## src/rbps_pkg.sv

```systemverilog
// shared types and constants for the ray box pick selector
`timescale 1ns / 1ps
package rbps_pkg;
    localparam int COORD_W = 32;
    localparam int DIR_W   = 18;
    localparam int RCP_W   = 33;
    localparam int T_W     = 64;
    localparam int VOL_W   = 64;
    localparam logic [T_W-1:0] T_FAR = {1'b0, {(T_W-1){1'b1}}};

    localparam logic [2:0] REG_ORIGIN_X = 3'd0;
    localparam logic [2:0] REG_ORIGIN_Y = 3'd1;
    localparam logic [2:0] REG_ORIGIN_Z = 3'd2;
    localparam logic [2:0] REG_DIR_X    = 3'd3;
    localparam logic [2:0] REG_DIR_Y    = 3'd4;
    localparam logic [2:0] REG_DIR_Z    = 3'd5;
    localparam logic [2:0] REG_PREFER   = 3'd6;

    typedef enum logic [2:0] {
        ST_IDLE, ST_AX0, ST_AX1, ST_AX2, ST_VOL1, ST_VOL2, ST_VOL3, ST_PUSH
    } front_state_t;

    typedef struct packed {
        logic              hit;
        logic [T_W-1:0]    tmin;
        logic [VOL_W-1:0]  vol;
        logic [31:0]       id;
        logic              last;
        logic              prefer;
    } box_result_t;
endpackage

```

## src/rbps_recip.sv

```systemverilog
// iterative reciprocal 2^32 / |d| for one direction component
`timescale 1ns / 1ps
module rbps_recip
    import rbps_pkg::*;
(
    input  logic                    clk,
    input  logic                    rst_n,
    input  logic                    start,
    input  logic signed [DIR_W-1:0] dir,
    output logic                    done,
    output logic [RCP_W-1:0]        mag,
    output logic                    neg
);
    logic [5:0]       cnt_reg, cnt_next;
    logic             busy_reg, busy_next;
    logic [RCP_W:0]   rem_reg, rem_next;
    logic [RCP_W-1:0] quo_reg, quo_next;
    logic [DIR_W-1:0] div_reg, div_next;
    logic             neg_reg, neg_next;
    logic             done_reg, done_next;
    logic [RCP_W:0]   trial;
    logic             num_bit;

    // restoring division of 2^32 one bit a cycle, msb first
    always_comb
    begin
        busy_next = busy_reg;
        cnt_next  = cnt_reg;
        rem_next  = rem_reg;
        quo_next  = quo_reg;
        div_next  = div_reg;
        neg_next  = neg_reg;
        done_next = 1'b0;
        num_bit   = (cnt_reg == 6'd32);
        trial     = {rem_reg[RCP_W-1:0], num_bit};
        if (start)
        begin
            busy_next = 1'b1;
            cnt_next  = 6'd32;
            rem_next  = '0;
            quo_next  = '0;
            div_next  = dir[DIR_W-1] ? DIR_W'(-dir) : dir;
            neg_next  = dir[DIR_W-1];
        end
        else if (busy_reg)
        begin
            if (div_reg == '0)
            begin
                quo_next  = {1'b1, {(RCP_W-1){1'b0}}};
                neg_next  = 1'b0;
                busy_next = 1'b0;
                done_next = 1'b1;
            end
            else
            begin
                if (trial >= {{(RCP_W+1-DIR_W){1'b0}}, div_reg})
                begin
                    rem_next = trial - {{(RCP_W+1-DIR_W){1'b0}}, div_reg};
                    quo_next = {quo_reg[RCP_W-2:0], 1'b1};
                end
                else
                begin
                    rem_next = trial;
                    quo_next = {quo_reg[RCP_W-2:0], 1'b0};
                end
                if (cnt_reg == '0)
                begin
                    busy_next = 1'b0;
                    done_next = 1'b1;
                end
                else
                    cnt_next = cnt_reg - 6'd1;
            end
        end
    end

    always_ff @(posedge clk or negedge rst_n)
    begin
        if (!rst_n)
        begin
            busy_reg <= 1'b0;
            done_reg <= 1'b0;
            cnt_reg  <= '0;
        end
        else
        begin
            busy_reg <= busy_next;
            done_reg <= done_next;
            cnt_reg  <= cnt_next;
        end
    end

    always_ff @(posedge clk)
    begin
        rem_reg <= rem_next;
        quo_reg <= quo_next;
        div_reg <= div_next;
        neg_reg <= neg_next;
    end

    assign done = done_reg;
    assign mag  = quo_reg;
    assign neg  = neg_reg;
endmodule

```

## config.mk

```make
export PLATFORM = sky130hd
export DESIGN_NAME = rbps_recip
export DESIGN_NICKNAME = d
export VERILOG_FILES = /design/src/rbps_pkg.sv /design/src/rbps_recip.sv
export SDC_FILE = /design/constraint.sdc
export NUM_CORES = 1
export LEC_CHECK = 0
export ABC_AREA = 0
export BUFFER_PORTS_ARGS = -buffer_cell sky130_fd_sc_hd__buf_2
export CAP_MARGIN = 0
export CELL_PAD_IN_SITES_DETAIL_PLACEMENT = 1
export CELL_PAD_IN_SITES_GLOBAL_PLACEMENT = 1
export CORE_UTILIZATION = 25
export DETAILED_ROUTE_END_ITERATION = 6
export HOLD_SLACK_MARGIN = 0.08
export PLACE_DENSITY = 0.52
export SLEW_MARGIN = 20
export SYNTH_ARGS = -nofsm -noshare
export SYNTH_HDL_FRONTEND = slang
export SYNTH_SLANG_ARGS = --single-unit
```

## constraint.sdc

```tcl
create_clock -name clk -period 4.22 [get_ports clk]
set_input_delay 0.422 -clock clk [delete_from_list [all_inputs] [get_ports clk]]
set_output_delay 0.422 -clock clk [all_outputs]
set_load 0.01 [all_outputs]
```

==> metrics <==
run status=complete, no violations; CTS tree=yes; DR pass1 iterations=4; Worst Hold Class=input pin to flip-flop; Mapped Cells=615; post-CTS setup repair buffer count=0; fin util=0.296; leakage=2.38 nW; Peak Freq=258 MHz; Yosys top cell area share=0.254; CP max FO=26; Peak VDD IR=175 uV; Worst Skew=0.00938 ns; synth top area cells=dfxtp_1 25%, edfxtp_1 11%, nand2_1 5.6%, xnor2_1 5.2%, ha_1 5.1%; EDFF count, synth=19; Mean Syn Cell Area=8.45 um2; crit end category=flip-flop; drt drc=0; sequential-to-total area share from yosys stat=0.403; largest net degree at the start of global routing=61; die height=146 um; final slew viol count=0; Int Power=2.27 mW; initial antenna violation count=0; max-capacitance violation count=0; GRT overflow=0; Commonest cells post-synth=77 x nand2_1, 66 x dfxtp_1, 57 x nor2_1, 52 x a21oi_1, 40 x nand3_1; Tmin final=3.88 ns; vias in the first global route=4581; Post-DP Area=5690 um2; count leader, synth=nand2_1; net count after synthesis=658; die footprint=21400 um2; Post-DP HPWL=9930 um; final setup vio count=0; Worst EP arrival=4.15 ns; I/O Pins=56; Setup TNS=0 ns; DR iter-0 viols=251; clk_lat worst skew=0.35 ns; CTS max path bufs=2; Comb power frac=0.459; core footprint=20300 um2; Hold Vio Cnt, Final=0; share of power burned in registers=0.330; pwr/cell area=638 nW/um2; clock sinks=93; Top FF cell, synth=dfxtp_1; CP Launch Type=flip-flop; Sw Pwr=1.56 mW; sequential cell area=2090 um2; unique cell type count in the Yosys netlist=62; CTS root buf=clkbuf_16; number of vias per cell=4.83; GPL Wtd Cong=0.762; # H-tree levels=3; ant diodes=0; period utilisation layout=0.919; # fillers=2444; Yosys reg bits=93; Port Buffers=55; area of the multi-input gates=2830 um2; Setup CP Type=flip-flop to flip-flop; Final nets=693; Clk pin slew, worst setup/hold paths=0.07 ns; row count=52; Yosys Warn Count=0; WL/cell=15.0 um; vias post-DR=4464; DRT antenna net count=0; ys async rst share=0.0860; RSZ-0062 raised after global routing=no; CP required=4.49 ns; Clk network pwr share=0.211; initial core utilization=0.256; Finished Cell Area=6000 um2; layout cells sized above 1=0.145; DRT Wirelength=13900 um; die span in x=146 um; Synth area leader=dfxtp_1; TritonCTS Buffers=9; Sw Ratio=0.408; gr usage total=0.135; slew at the pin with the worst max-slew slack=0.977 ns; first-pass GRT wire length=23500 um; synthesized area=5200 um2; worst relative slew slack=0.345; area delta synth->final=15.5%
-- cell usage in the layout (no fill, tap or decap), drive strengths merged, types with 9 or more instances in the layout --
cell type / Yosys / layout
a211oi: 18 / 18
a21oi: 52 / 52
a311oi: 14 / 14
buf: 5 / 62
clkbuf: 34 / 9
dfxtp: 66 / 66
edfxtp: 19 / 19
ha: 21 / 21
inv: 29 / 34
nand2: 78 / 78
nand3: 40 / 40
nand4: 9 / 9
nor2: 58 / 58
o21ai: 19 / 19
o31ai: 9 / 9
or4: 10 / 10
xnor2: 31 / 31
xor2: 9 / 9
-- critical path: stages, from the launching register on --
cell and delay [ns]:
dfrtp_1 0.35, inv_1 0.08, ha_1 0.20, nor4b_2 0.16, nand2_1 0.11, ha_1 0.19
inv_1 0.06, fa_1 0.40, a21oi_1 0.22, o22ai_1 0.16, o21ai_0 0.25, a21oi_1 0.17
o31a_2 0.48, nor2_8 0.36, mux2_2 0.39, a211oi_1 0.22
-- worst paths after layout --
check | cells after the start | endpoint | slack, ns | start
max in group asynchronous | 2 | busy_reg | 3.60 | rst_n
min reg2reg | 2 | mag[0] | 0.47 | mag[0]
min | 1 | div_reg[0] | 0.31 | dir[0]
max reg2reg | 15 | rem_reg[0] | 0.34 | cnt_reg[0]
max | 15 | rem_reg[0] | 0.34 | cnt_reg[0]
min in group asynchronous | 2 | cnt_reg[4] | 0.45 | rst_n
-- power groups by stage --
stage	Combinational, mW	Clock (mW)	Sequential (mW)
5_1_grt	1.98	0.876	1.29
2_1_floorplan	1.40	0	1.24
3_5_place_dp	1.77	0	1.28
6_report	1.76	0.807	1.26
4_1_cts	1.78	0.835	1.26
3_3_place_gp	1.75	0	1.27
-- through the flow --
step           hold WS [ns]  std cells  power (mW)  setup slack, ns
6_report              0.306        925        3.83            0.340
5_1_grt               0.310        925        4.15           0.0610
4_1_cts               0.298        925        3.88            0.209
3_5_place_dp          0.279        908        3.05            0.209
3_3_place_gp          0.281        908        3.02            0.462
2_1_floorplan         0.126        615        2.64            0.921
-- cells by family (layout without fill, tap and decap cells) --
| logic type | count (synthesis) | after routing | share of synthesized area |
|---|---|---|---|
| AOI/OAI and AO/OA | 151 | 151 | 0.193 |
| xor gates and xnor gates | 40 | 40 | 0.0674 |
| adders and majority gates | 22 | 22 | 0.0544 |
| DFF | 93 | 93 | 0.403 |
| and+or+nand+nor | 239 | 239 | 0.225 |
| muxes | 1 | 1 | 0.00217 |
| buffers and inverters | 69 | 109 | 0.0547 |
-- layout make-up --
type	instances	area share
clock inverters	7	0.0104
clock buffers	9	0.0375
flip-flops and latches	93	0.349
well taps	270	0.0563
multi-input cells	453	0.472
repair buffers	63	0.0563
inverters	30	0.0188
-- layer usage --
layer / part of all wire / global-route usage / routed length (um) / up-vias
met3: 0.023 / 0.0228 / 321 / 10
met4: 0.011 / 0.0391 / 153 / 0
met1: 0.51 / 0.183 / 7020 / 2128
met5: 0 / 0 / 0 / -
met2: 0.46 / 0.220 / 6390 / 54
li1: - / - / - / 2272
-- timing repair --
action / 4_1_cts / 5_1_grt
setup endpoints to repair: 0 / 5
hold buffers: 1 / 0
endpoints found under the hold margin: 8 / 0
gates resized for setup: 0 / 3
(Power assumes the default switching activity.)
