[src/rbps_pkg.sv]
// shared types and constants for the ray box pick selector
`timescale 1ns / 1ps
package rbps_pkg;
    localparam int COORD_W = 32;
    localparam int DIR_W   = 18;
    localparam int RCP_W   = 33;
    localparam int T_W     = 64;
    localparam int VOL_W   = 64;
    localparam logic [T_W-1:0] T_FAR = {1'b0, {(T_W-1){1'b1}}};

    localparam logic [2:0] REG_ORIGIN_X = 3'd0;
    localparam logic [2:0] REG_ORIGIN_Y = 3'd1;
    localparam logic [2:0] REG_ORIGIN_Z = 3'd2;
    localparam logic [2:0] REG_DIR_X    = 3'd3;
    localparam logic [2:0] REG_DIR_Y    = 3'd4;
    localparam logic [2:0] REG_DIR_Z    = 3'd5;
    localparam logic [2:0] REG_PREFER   = 3'd6;

    typedef enum logic [2:0] {
        ST_IDLE, ST_AX0, ST_AX1, ST_AX2, ST_VOL1, ST_VOL2, ST_VOL3, ST_PUSH
    } front_state_t;

    typedef struct packed {
        logic              hit;
        logic [T_W-1:0]    tmin;
        logic [VOL_W-1:0]  vol;
        logic [31:0]       id;
        logic              last;
        logic              prefer;
    } box_result_t;
endpackage

[src/rbps_back.sv]
// back: two-entry queue and best-hit selection across the scan
`timescale 1ns / 1ps
module rbps_back
    import rbps_pkg::*;
(
    input  logic        clk,
    input  logic        rst_n,
    input  logic        in_valid,
    output logic        in_ready,
    input  box_result_t in_data,
    output logic        out_valid,
    input  logic        out_ready,
    output logic        hit_found,
    output logic [15:0] hit_object
);
    box_result_t q_reg [2];
    logic        wp_reg, rp_reg;
    logic [1:0]  cnt_reg;
    logic [T_W-1:0]   bd_reg;
    logic [VOL_W-1:0] bv_reg;
    logic [31:0]      bid_reg;
    logic             any_reg;
    logic             ov_reg, of_reg;
    logic [15:0]      oo_reg;
    box_result_t      h;
    logic             pop, push, win;

    assign in_ready = (cnt_reg != 2'd2);
    assign push     = in_valid && in_ready;
    assign h        = q_reg[rp_reg];
    assign pop      = (cnt_reg != 2'd0) && (!ov_reg || out_ready);

    always_comb
    begin
        if (!any_reg)      win = 1'b1;
        else if (h.prefer) win = h.vol < bv_reg;
        else               win = h.tmin < bd_reg;
    end

    always_ff @(posedge clk)
    begin
        if (push) q_reg[wp_reg] <= in_data;
        if (pop && h.hit && win)
        begin
            bd_reg  <= h.tmin;
            bv_reg  <= h.vol;
            bid_reg <= h.id;
        end
        if (pop && h.last)
        begin
            of_reg <= any_reg || h.hit;
            oo_reg <= (h.hit && win) ? h.id[15:0] : (any_reg ? bid_reg[15:0] : 16'd0);
        end
    end

    always_ff @(posedge clk or negedge rst_n)
    begin
        if (!rst_n)
        begin
            wp_reg  <= 1'b0;
            rp_reg  <= 1'b0;
            cnt_reg <= '0;
            any_reg <= 1'b0;
            ov_reg  <= 1'b0;
        end
        else
        begin
            if (push) wp_reg <= ~wp_reg;
            if (pop)  rp_reg <= ~rp_reg;
            cnt_reg <= cnt_reg + {1'b0, push} - {1'b0, pop};
            if (pop)
            begin
                if (h.last) any_reg <= 1'b0;
                else if (h.hit) any_reg <= 1'b1;
            end
            if (pop && h.last) ov_reg <= 1'b1;
            else if (out_ready) ov_reg <= 1'b0;
        end
    end

    assign out_valid  = ov_reg;
    assign hit_found  = of_reg;
    assign hit_object = oo_reg;
endmodule

[config.mk]
export PLATFORM = sky130hd
export DESIGN_NAME = rbps_back
export DESIGN_NICKNAME = d
export VERILOG_FILES = /design/src/rbps_pkg.sv /design/src/rbps_back.sv
export SDC_FILE = /design/constraint.sdc
export NUM_CORES = 1
export LEC_CHECK = 0
export ABC_AREA = 1
export BUFFER_PORTS_ARGS = -buffer_cell sky130_fd_sc_hd__buf_2
export CAP_MARGIN = 10
export CORE_MARGIN = 8
export CORE_UTILIZATION = 60
export DETAILED_ROUTE_END_ITERATION = 8
export PLACE_DENSITY = 0.81
export SLEW_MARGIN = 15
export SYNTH_ARGS = -nofsm -noshare
export SYNTH_HDL_FRONTEND = slang
export SYNTH_SLANG_ARGS = --single-unit
[constraint.sdc]
create_clock -name clk -period 13 [get_ports clk]
set_clock_uncertainty 0.1 [all_clocks]
set_input_delay 0.65 -clock clk [delete_from_list [all_inputs] [get_ports clk]]
set_output_delay 0.65 -clock clk [all_outputs]
set_load 0.02 [all_outputs]
==> run_results.csv, run 1 <==
group,metric,value,unit
sta,fin_crit_sh,48.0,%
worst_setup_path,cp_slowest_cell,"buf_4",
placed_design,place_congestion,0.764,
sta,rsz0062_at_grt,"no",
worst_setup_path,r2r_setup_slack,6.76,ns
layout,drive_gt1_share,14.3,%
clock_network,cts_tree,"yes",
clock_network,post_cts_resize_count,0,
worst_setup_path,r2r-end,"bid_reg[5]$_DFFE_PP_",
routing,vias,11400,
worst_setup_path,end_kind,"flip-flop",
global_route,grt_pass1_wl,58.7,mm
power,power_switching,0.00192,W
floorplanning,design.core.area,31600,sq um
worst_setup_path,cp_num_buf_inv,4,
sta,post-route-min-period,6.24,ns
sta,slew_headroom,34.0,%
worst_setup_path,crit_path_max_fanout,84,
routing,vias_per_cell,5.23,
power,ir_drop,0.000192,V
floorplanning,die_area,38200,sq um
routing,totalWireLength,36.4,mm
yosys,synthDistinctLibCells,36,
yosys,synth_nets,1844,
worst_setup_path,start_kind,"flip-flop",
power,p_per_area,253,nW/um^2
routing,drc,0,
global_route,grt_pass1_vias,11900,
layout,fillers,2114,
floorplanning,rows,65,
worst_setup_path,cp.required,13.06,ns
clock_network,cts_root_buffer,"clkbuf_16",
power,sequentialPowerShare,43.0,%
yosys,synthesis.area,19300,sq um
min_path,hold_depth,1,
min_path,hold_path_end,"q_reg[0][36]$_DFFE_PP_",
sta,setup_violations,0,
power,combPwrFrac,32.2,%
routing,highest_layer,"met5",
routing,wl_met2,19.0,mm
routing,final_antenna_net_count,0,
yosys,synth_seq_cells,461,
sta,slew_violations,0,
yosys,synth_seq_area_share,71.4,%
sta,max_freq,160,MHz
sta,finalHoldViolCount,0,
clock_network,clock-sinks,461,
layout,largest_register_ffs,294,
layout,fin_nets,2034,
worst_setup_path,rr_worst_depth,16,
worst_setup_path,crit_path_frequent_cell,"nand2_1",
clock_network,cts_buffers,47,
routing,first_pass_iters,5,
global_route,grt_usage,19.1,%
layout,final_area,22300,sq um
global_route,grt-ovfl-total,0,
routing,dr.first_iter.drc_count,623,
placed_design,place_hpwl,23.6,mm
routing,dr_wl_met3,1.93,mm
worst_setup_path,crit_family,"buffers and inverters",
worst_setup_path,cp.arrival,6.30,ns
min_path,min_from,"in_data[36]",
yosys,syn_inst,1549,
worst_setup_path,cp_slowest_stage_delay,0.80,ns
yosys,yosys_warnings,0,
clock_network,clockBufferDepth,3,
floorplanning,io_pins,186,
global_route,grt_max_degree,85,
placed_design,port_buffers,169,
routing,wl_met1,14.7,mm
sta,tightest_slew,0.990,ns
run,drv_cap,0,
routing,wl_per_cell,16.7,um
placed_design,dpl-instance-area,20600,sq um
status,status,"finished, final reports clean",
yosys,syn_avg_cell_area,12.5,sq um
power,p_int,0.00372,W
power,clockPowerShare,24.7,%
global_route,antenna_found_initial,6,
worst_setup_path,critPathKind,"flip-flop to flip-flop",
layout,syn_to_final_growth,15.1,%
clock_network,cts_setup_buffers,0,
clock_network,cts_max_level,2,
power,p_sw_share,34.0,%
worst_setup_path,crit_chain,"inv_4 -> buf_4 -> nand2_1 -> nand2_1 -> ha_1 -> a21oi_1 -> o21ai_0 -> nor3b_1 -> o21ai_0 -> nand3_1 -> nor2_1 -> nand2_1 -> nand3_4 -> nand3_1 -> inv_6 -> buf_4",
floorplanning,dieWidth,196,um
clock_network,clk_pin_slew,0.06,ns
floorplanning,start_util,61.2,%
clock_network,holdBufCountCts,1,
floorplanning,fp.dieH,196,um
worst_setup_path,rr_startpoint,"rp_reg$_DFFE_PN0P_",
clock_network,clock_latency,0.54,ns
power,p_leak,9.64,nW
sta,finalSetupTns,0,ns
min_path,hp-class,"input port to flip-flop",
-- cells by family after synthesis --
logic type / synth area share [%]
fa+ha+maj: 8.28
flops: 71.4
mux: 0.0517
compound gates: 2.93
buf+inv: 4.02
xor+xnor: 0.136
simple gates: 13.2
-- worst register-to-register path, delay by kind of cell (launching register included) --
family / cells / cell delay, ns
adders and majority gates: 1 / 0.25
AOI/OAI and AO/OA: 3 / 0.45
DFF: 1 / 0.62
buffers and inverters: 4 / 3.01
and+or+nand+nor: 8 / 1.36
-- cells in the mapped netlist --
master | instances | area, sq um
dfrtp_1 | 6 | 150
xnor2_1 | 2 | 17.5
mux2i_1 | 1 | 10.0
buf_4 | 2 | 15.0
nor3_2 | 1 | 10.0
inv_2 | 1 | 3.75
nand3_4 | 1 | 17.5
nand4_1 | 8 | 50.1
clkbuf_1 | 29 | 109
o21a_1 | 3 | 22.5
edfxtp_1 | 455 | 13700
buf_6 | 1 | 11.3
a21oi_1 | 63 | 315
nor4b_2 | 1 | 15.0
a31oi_1 | 3 | 18.8
nor4_1 | 3 | 18.8
buf_1 | 4 | 15.0
o22ai_1 | 1 | 6.26
nor3b_1 | 1 | 7.51
buf_2 | 1 | 5.00
o21ai_0 | 21 | 105
nor2_2 | 1 | 6.26
o21bai_1 | 2 | 15.0
nand2_1 | 580 | 2180
ha_1 | 128 | 1600
a21o_1 | 2 | 15.0
a41oi_1 | 1 | 8.76
xor2_1 | 1 | 8.76
nor2_1 | 20 | 75.1
inv_1 | 165 | 619
nor3_1 | 5 | 25.0
nand3_1 | 26 | 130
nand2_4 | 1 | 11.3
nand3b_1 | 1 | 7.51
a211oi_1 | 3 | 22.5
o211ai_1 | 5 | 37.5
-- area by class of cell --
cell class / count / area, sq um / area share (%)
Sequential cell: 461 / 13800 / 62.0
Clock inverter: 27 / 354 / 1.59
Antenna cell: 5 / 12.5 / 0.0562
Inverter: 166 / 631 / 2.83
Tap cell: 402 / 503 / 2.26
Clock buffer: 59 / 1260 / 5.68
Timing Repair Buffer: 178 / 916 / 4.11
Multi-Input combinational cell: 885 / 4770 / 21.4
-- metrics by stage --
stage	setup WS, ns	hold WS [ns]	instances	power, W	utilization [%]
CTS	6.67	0.170	2178	0.00570	70.3
global placement	6.84	0.378	2091	0.00416	65.2
global route	6.20	0.175	2181	0.00605	70.4
finish	6.76	0.198	2183	0.00564	70.4
detailed placement	6.71	0.383	2091	0.00429	65.2
floorplan	5.37	0.254	1549	0.00381	-
-- metal layers --
metal	vias to the layer above	track usage, %
met3	60	3.44
met1	5438	22.2
met5	-	0
met4	6	5.95
met2	245	35.4
li1	5669	-
-- cell usage in the layout, fill, tap and decap left out, drive strengths merged, types with 2 or more instances in the layout --
master	count
a211oi	3
a21o	2
a21oi	63
a31oi	3
buf	177
bufinv	9
clkbuf	59
clkinv	16
clkinvlp	2
dfrtp	6
diode	5
edfxtp	455
ha	128
inv	166
nand2	581
nand3	27
nand4	8
nor2	21
nor3	6
nor4	3
o211ai	5
o21a	3
o21ai	21
o21bai	2
xnor2	2
-- power by group through the flow --
stage | Clock, W | Combinational, W | Sequential (W)
after floorplan | 0 | 0.00129 | 0.00252
after global placement | 0 | 0.00172 | 0.00244
after detailed placement | 0 | 0.00183 | 0.00246
after CTS | 0.00142 | 0.00185 | 0.00243
after global routing | 0.00147 | 0.00211 | 0.00247
final | 0.00139 | 0.00182 | 0.00243
-- how the worst max path moves through the flow --
stage / end / cells past startpoint / startpoint / slack, ns
after floorplan: q_reg[1][0]$_DFFE_PP_ / 2 / in_valid / 5.37
after detailed placement: bid_reg[1]$_DFFE_PP_ / 16 / rp_reg$_DFFE_PN0P_ / 6.71
after global placement: bid_reg[1]$_DFFE_PP_ / 16 / rp_reg$_DFFE_PN0P_ / 6.84
final: bid_reg[5]$_DFFE_PP_ / 16 / rp_reg$_DFFE_PN0P_ / 6.76
after CTS: bid_reg[5]$_DFFE_PP_ / 16 / rp_reg$_DFFE_PN0P_ / 6.67
after global routing: bid_reg[5]$_DFFE_PP_ / 16 / rp_reg$_DFFE_PN0P_ / 6.20
Note: power is estimated with default switching activity, not from simulation.
==> inputs of run 2 (changes only) <==
--- a/config.mk
+++ b/config.mk
@@ -9,9 +9,9 @@
 export BUFFER_PORTS_ARGS = -buffer_cell sky130_fd_sc_hd__buf_2
 export CAP_MARGIN = 10
 export CORE_MARGIN = 8
-export CORE_UTILIZATION = 60
+export CORE_UTILIZATION = 53
 export DETAILED_ROUTE_END_ITERATION = 8
-export PLACE_DENSITY = 0.81
+export PLACE_DENSITY = 0.75
 export SLEW_MARGIN = 15
 export SYNTH_ARGS = -nofsm -noshare
 export SYNTH_HDL_FRONTEND = slang
==> constraint.sdc (replaced) <==
create_clock -name clk -period 5.5 [get_ports clk]
set_clock_uncertainty 0.1 [all_clocks]
set_input_delay 0.275 -clock clk [delete_from_list [all_inputs] [get_ports clk]]
set_output_delay 0.275 -clock clk [all_outputs]
set_load 0.02 [all_outputs]
==> run_results.csv, run 2 (synthesis gave the netlist of run 1 again) <==
group,metric,value,unit
layout,final_area,23800,sq um
sta,fin_crit_sh,77.4,%
worst_setup_path,crit_path_frequent_cell,"nand2_1",
sta,slew_violations,0,
clock_network,cts_tree,"yes",
sta,setup_violations,0,
power,p_leak,10.2,nW
routing,dr.first_iter.drc_count,701,
worst_setup_path,critPathKind,"flip-flop to flip-flop",
layout,regArea,13800,sq um
worst_setup_path,start_kind,"flip-flop",
routing,final_antenna_net_count,0,
clock_network,clock_latency,0.56,ns
layout,final_common_cell,"nand2_1",
worst_setup_path,cp.required,5.60,ns
floorplanning,dieWidth,207,um
routing,drc,0,
routing,totalWireLength,39.7,mm
global_route,antenna_found_initial,5,
power,p_per_area,557,nW/um^2
placed_design,place_hpwl,24.3,mm
floorplanning,die_area,42900,sq um
floorplanning,rows,70,
status,status,"finished, final reports clean",
global_route,grt_max_degree,121,
worst_setup_path,cp_slowest_stage_delay,0.54,ns
min_path,hp-class,"input port to flip-flop",
layout,final_util,65.5,%
worst_setup_path,crit_path_max_fanout,81,
sta,finalSetupTns,0,ns
placed_design,dpl-instance-area,20800,sq um
layout,syn_to_final_growth,22.8,%
routing,vias,12000,
floorplanning,start_util,53.4,%
layout,fin_nets,2188,
worst_setup_path,end_kind,"flip-flop",
floorplanning,design.core.area,36300,sq um
clock_network,clockBufferDepth,3,
routing,vias_per_cell,5.02,
floorplanning,fp.dieH,207,um
layout,layout_common_cells,"nand2_1 (580), edfxtp_1 (455), buf_2 (169)",
power,ir_drop,0.000348,V
global_route,grt_usage,18.4,%
placed_design,place_congestion,0.777,
clock_network,cts_setup_buffers,0,
floorplanning,io_pins,186,
worst_setup_path,cp_slowest_cell,"inv_4",
worst_setup_path,cp_num_buf_inv,4,
clock_network,clk_pin_slew,0.06,ns
layout,fillers,2544,
placed_design,port_buffers,169,
worst_setup_path,cp.arrival,4.36,ns
clock_network,cts_root_buffer,"clkbuf_16",
global_route,grt-ovfl-total,0,
routing,first_pass_iters,5,
layout,final_cells,2397,
global_route,grt_pass1_vias,12300,
worst_setup_path,crit_family,"buffers and inverters",
worst_setup_path,crit_chain,"inv_4 -> buf_12 -> nand2_1 -> nand2_1 -> ha_1 -> a21oi_1 -> o21ai_0 -> o21bai_1 -> a31oi_1 -> nand2_1 -> nand2_1 -> nand2_1 -> nand3_4 -> nand3_1 -> clkinvlp_4 -> buf_12",
sta,max_freq,235,MHz
placed_design,place_inst,2161,
clock_network,cts_max_level,2,
sta,slew_headroom,34.2,%
layout,largest_register_ffs,294,
clock_network,clock-sinks,461,
sta,finalHoldViolCount,0,
sta,rsz0062_at_grt,"no",
layout,drive_gt1_share,13.2,%
sta,tightest_slew,0.987,ns
global_route,grt_pass1_wl,63.8,mm
routing,wl_per_cell,16.6,um
sta,post-route-min-period,4.26,ns
run,drv_cap,0,
clock_network,cts_buffers,47,
layout,multi_input_area,4770,sq um
-- run 2: power breakdown --
group / total (W) / leakage [nW] / switching [W] / internal, W
sequential: 0.00570 / 4.31 / 0.000286 / 0.00541
combinational: 0.00453 / 5.20 / 0.00306 / 0.00147
clock: 0.00300 / 0.698 / 0.00128 / 0.00171
total: 0.0132 / 10.2 / 0.00463 / 0.00859
-- run 2: final cells by class --
type / instances / area share, %
sequential: 461 / 58.2
multi-input combinational: 885 / 20.1
timing repair buffer: 332 / 10.6
clock buffer: 58 / 5.30
inverter: 166 / 2.65
tap: 468 / 2.47
clock inverter: 25 / 0.732
antenna: 2 / 0.0211
-- run 2: final timing paths --
path,slack [ns],to,startpoint,cells after the start
worst max-delay path,1.24,bd_reg[54]$_DFFE_PP_,rp_reg$_DFFE_PN0P_,16
worst min-delay path,0.33,q_reg[1][39]$_DFFE_PP_,in_data[39],2
worst max register to register,1.24,bd_reg[54]$_DFFE_PP_,rp_reg$_DFFE_PN0P_,16
worst min register to register,0.44,bid_reg[2]$_DFFE_PP_,q_reg[1][4]$_DFFE_PP_,2
max in group asynchronous,4.49,rp_reg$_DFFE_PN0P_,rst_n,3
min in group asynchronous,0.56,out_valid$_DFFE_PN0P_,rst_n,3
-- run 2: timing repair --
action,4_1_cts,5_1_grt
gates resized for setup,0,0
endpoints found under the setup margin,0,0
hold buffers,151,0
hold endpoints to repair,303,0
-- run 2: per-layer routing --
| layer | GRT usage, % | vias up | wire length (um) | part of all wire, % |
|---|---|---|---|---|
| met2 | 32.5 | 298 | 19900 | 50 |
| met5 | 0 | - | 31 | 0.078 |
| met3 | 4.18 | 74 | 2140 | 5.4 |
| met1 | 22.6 | 5682 | 16800 | 42 |
| met4 | 4.86 | 6 | 829 | 2.1 |
| li1 | - | 5975 | - | - |
-- run 2: through the flow --
stage | hold WS [ns] | setup slack (ns) | total power (W)
2_1_floorplan | -0.121 | 0.260 | 0.00893
3_3_place_gp | 0.00117 | 1.31 | 0.00994
3_5_place_dp | 0.00524 | 1.27 | 0.0102
4_1_cts | 0.290 | 1.24 | 0.0133
5_1_grt | 0.310 | 0.942 | 0.0142
6_report | 0.332 | 1.24 | 0.0132
-- run 2: worst reg2reg max path, delay by kind of cell (launching register included) --
family	cells	cell delay (ns)
buffers and inverters	4	1.41
AND/OR/NAND/NOR	7	0.84
AO/OA/AOI/OAI	4	0.68
flip-flops	1	0.51
adder cells (fa/ha/maj)	1	0.26
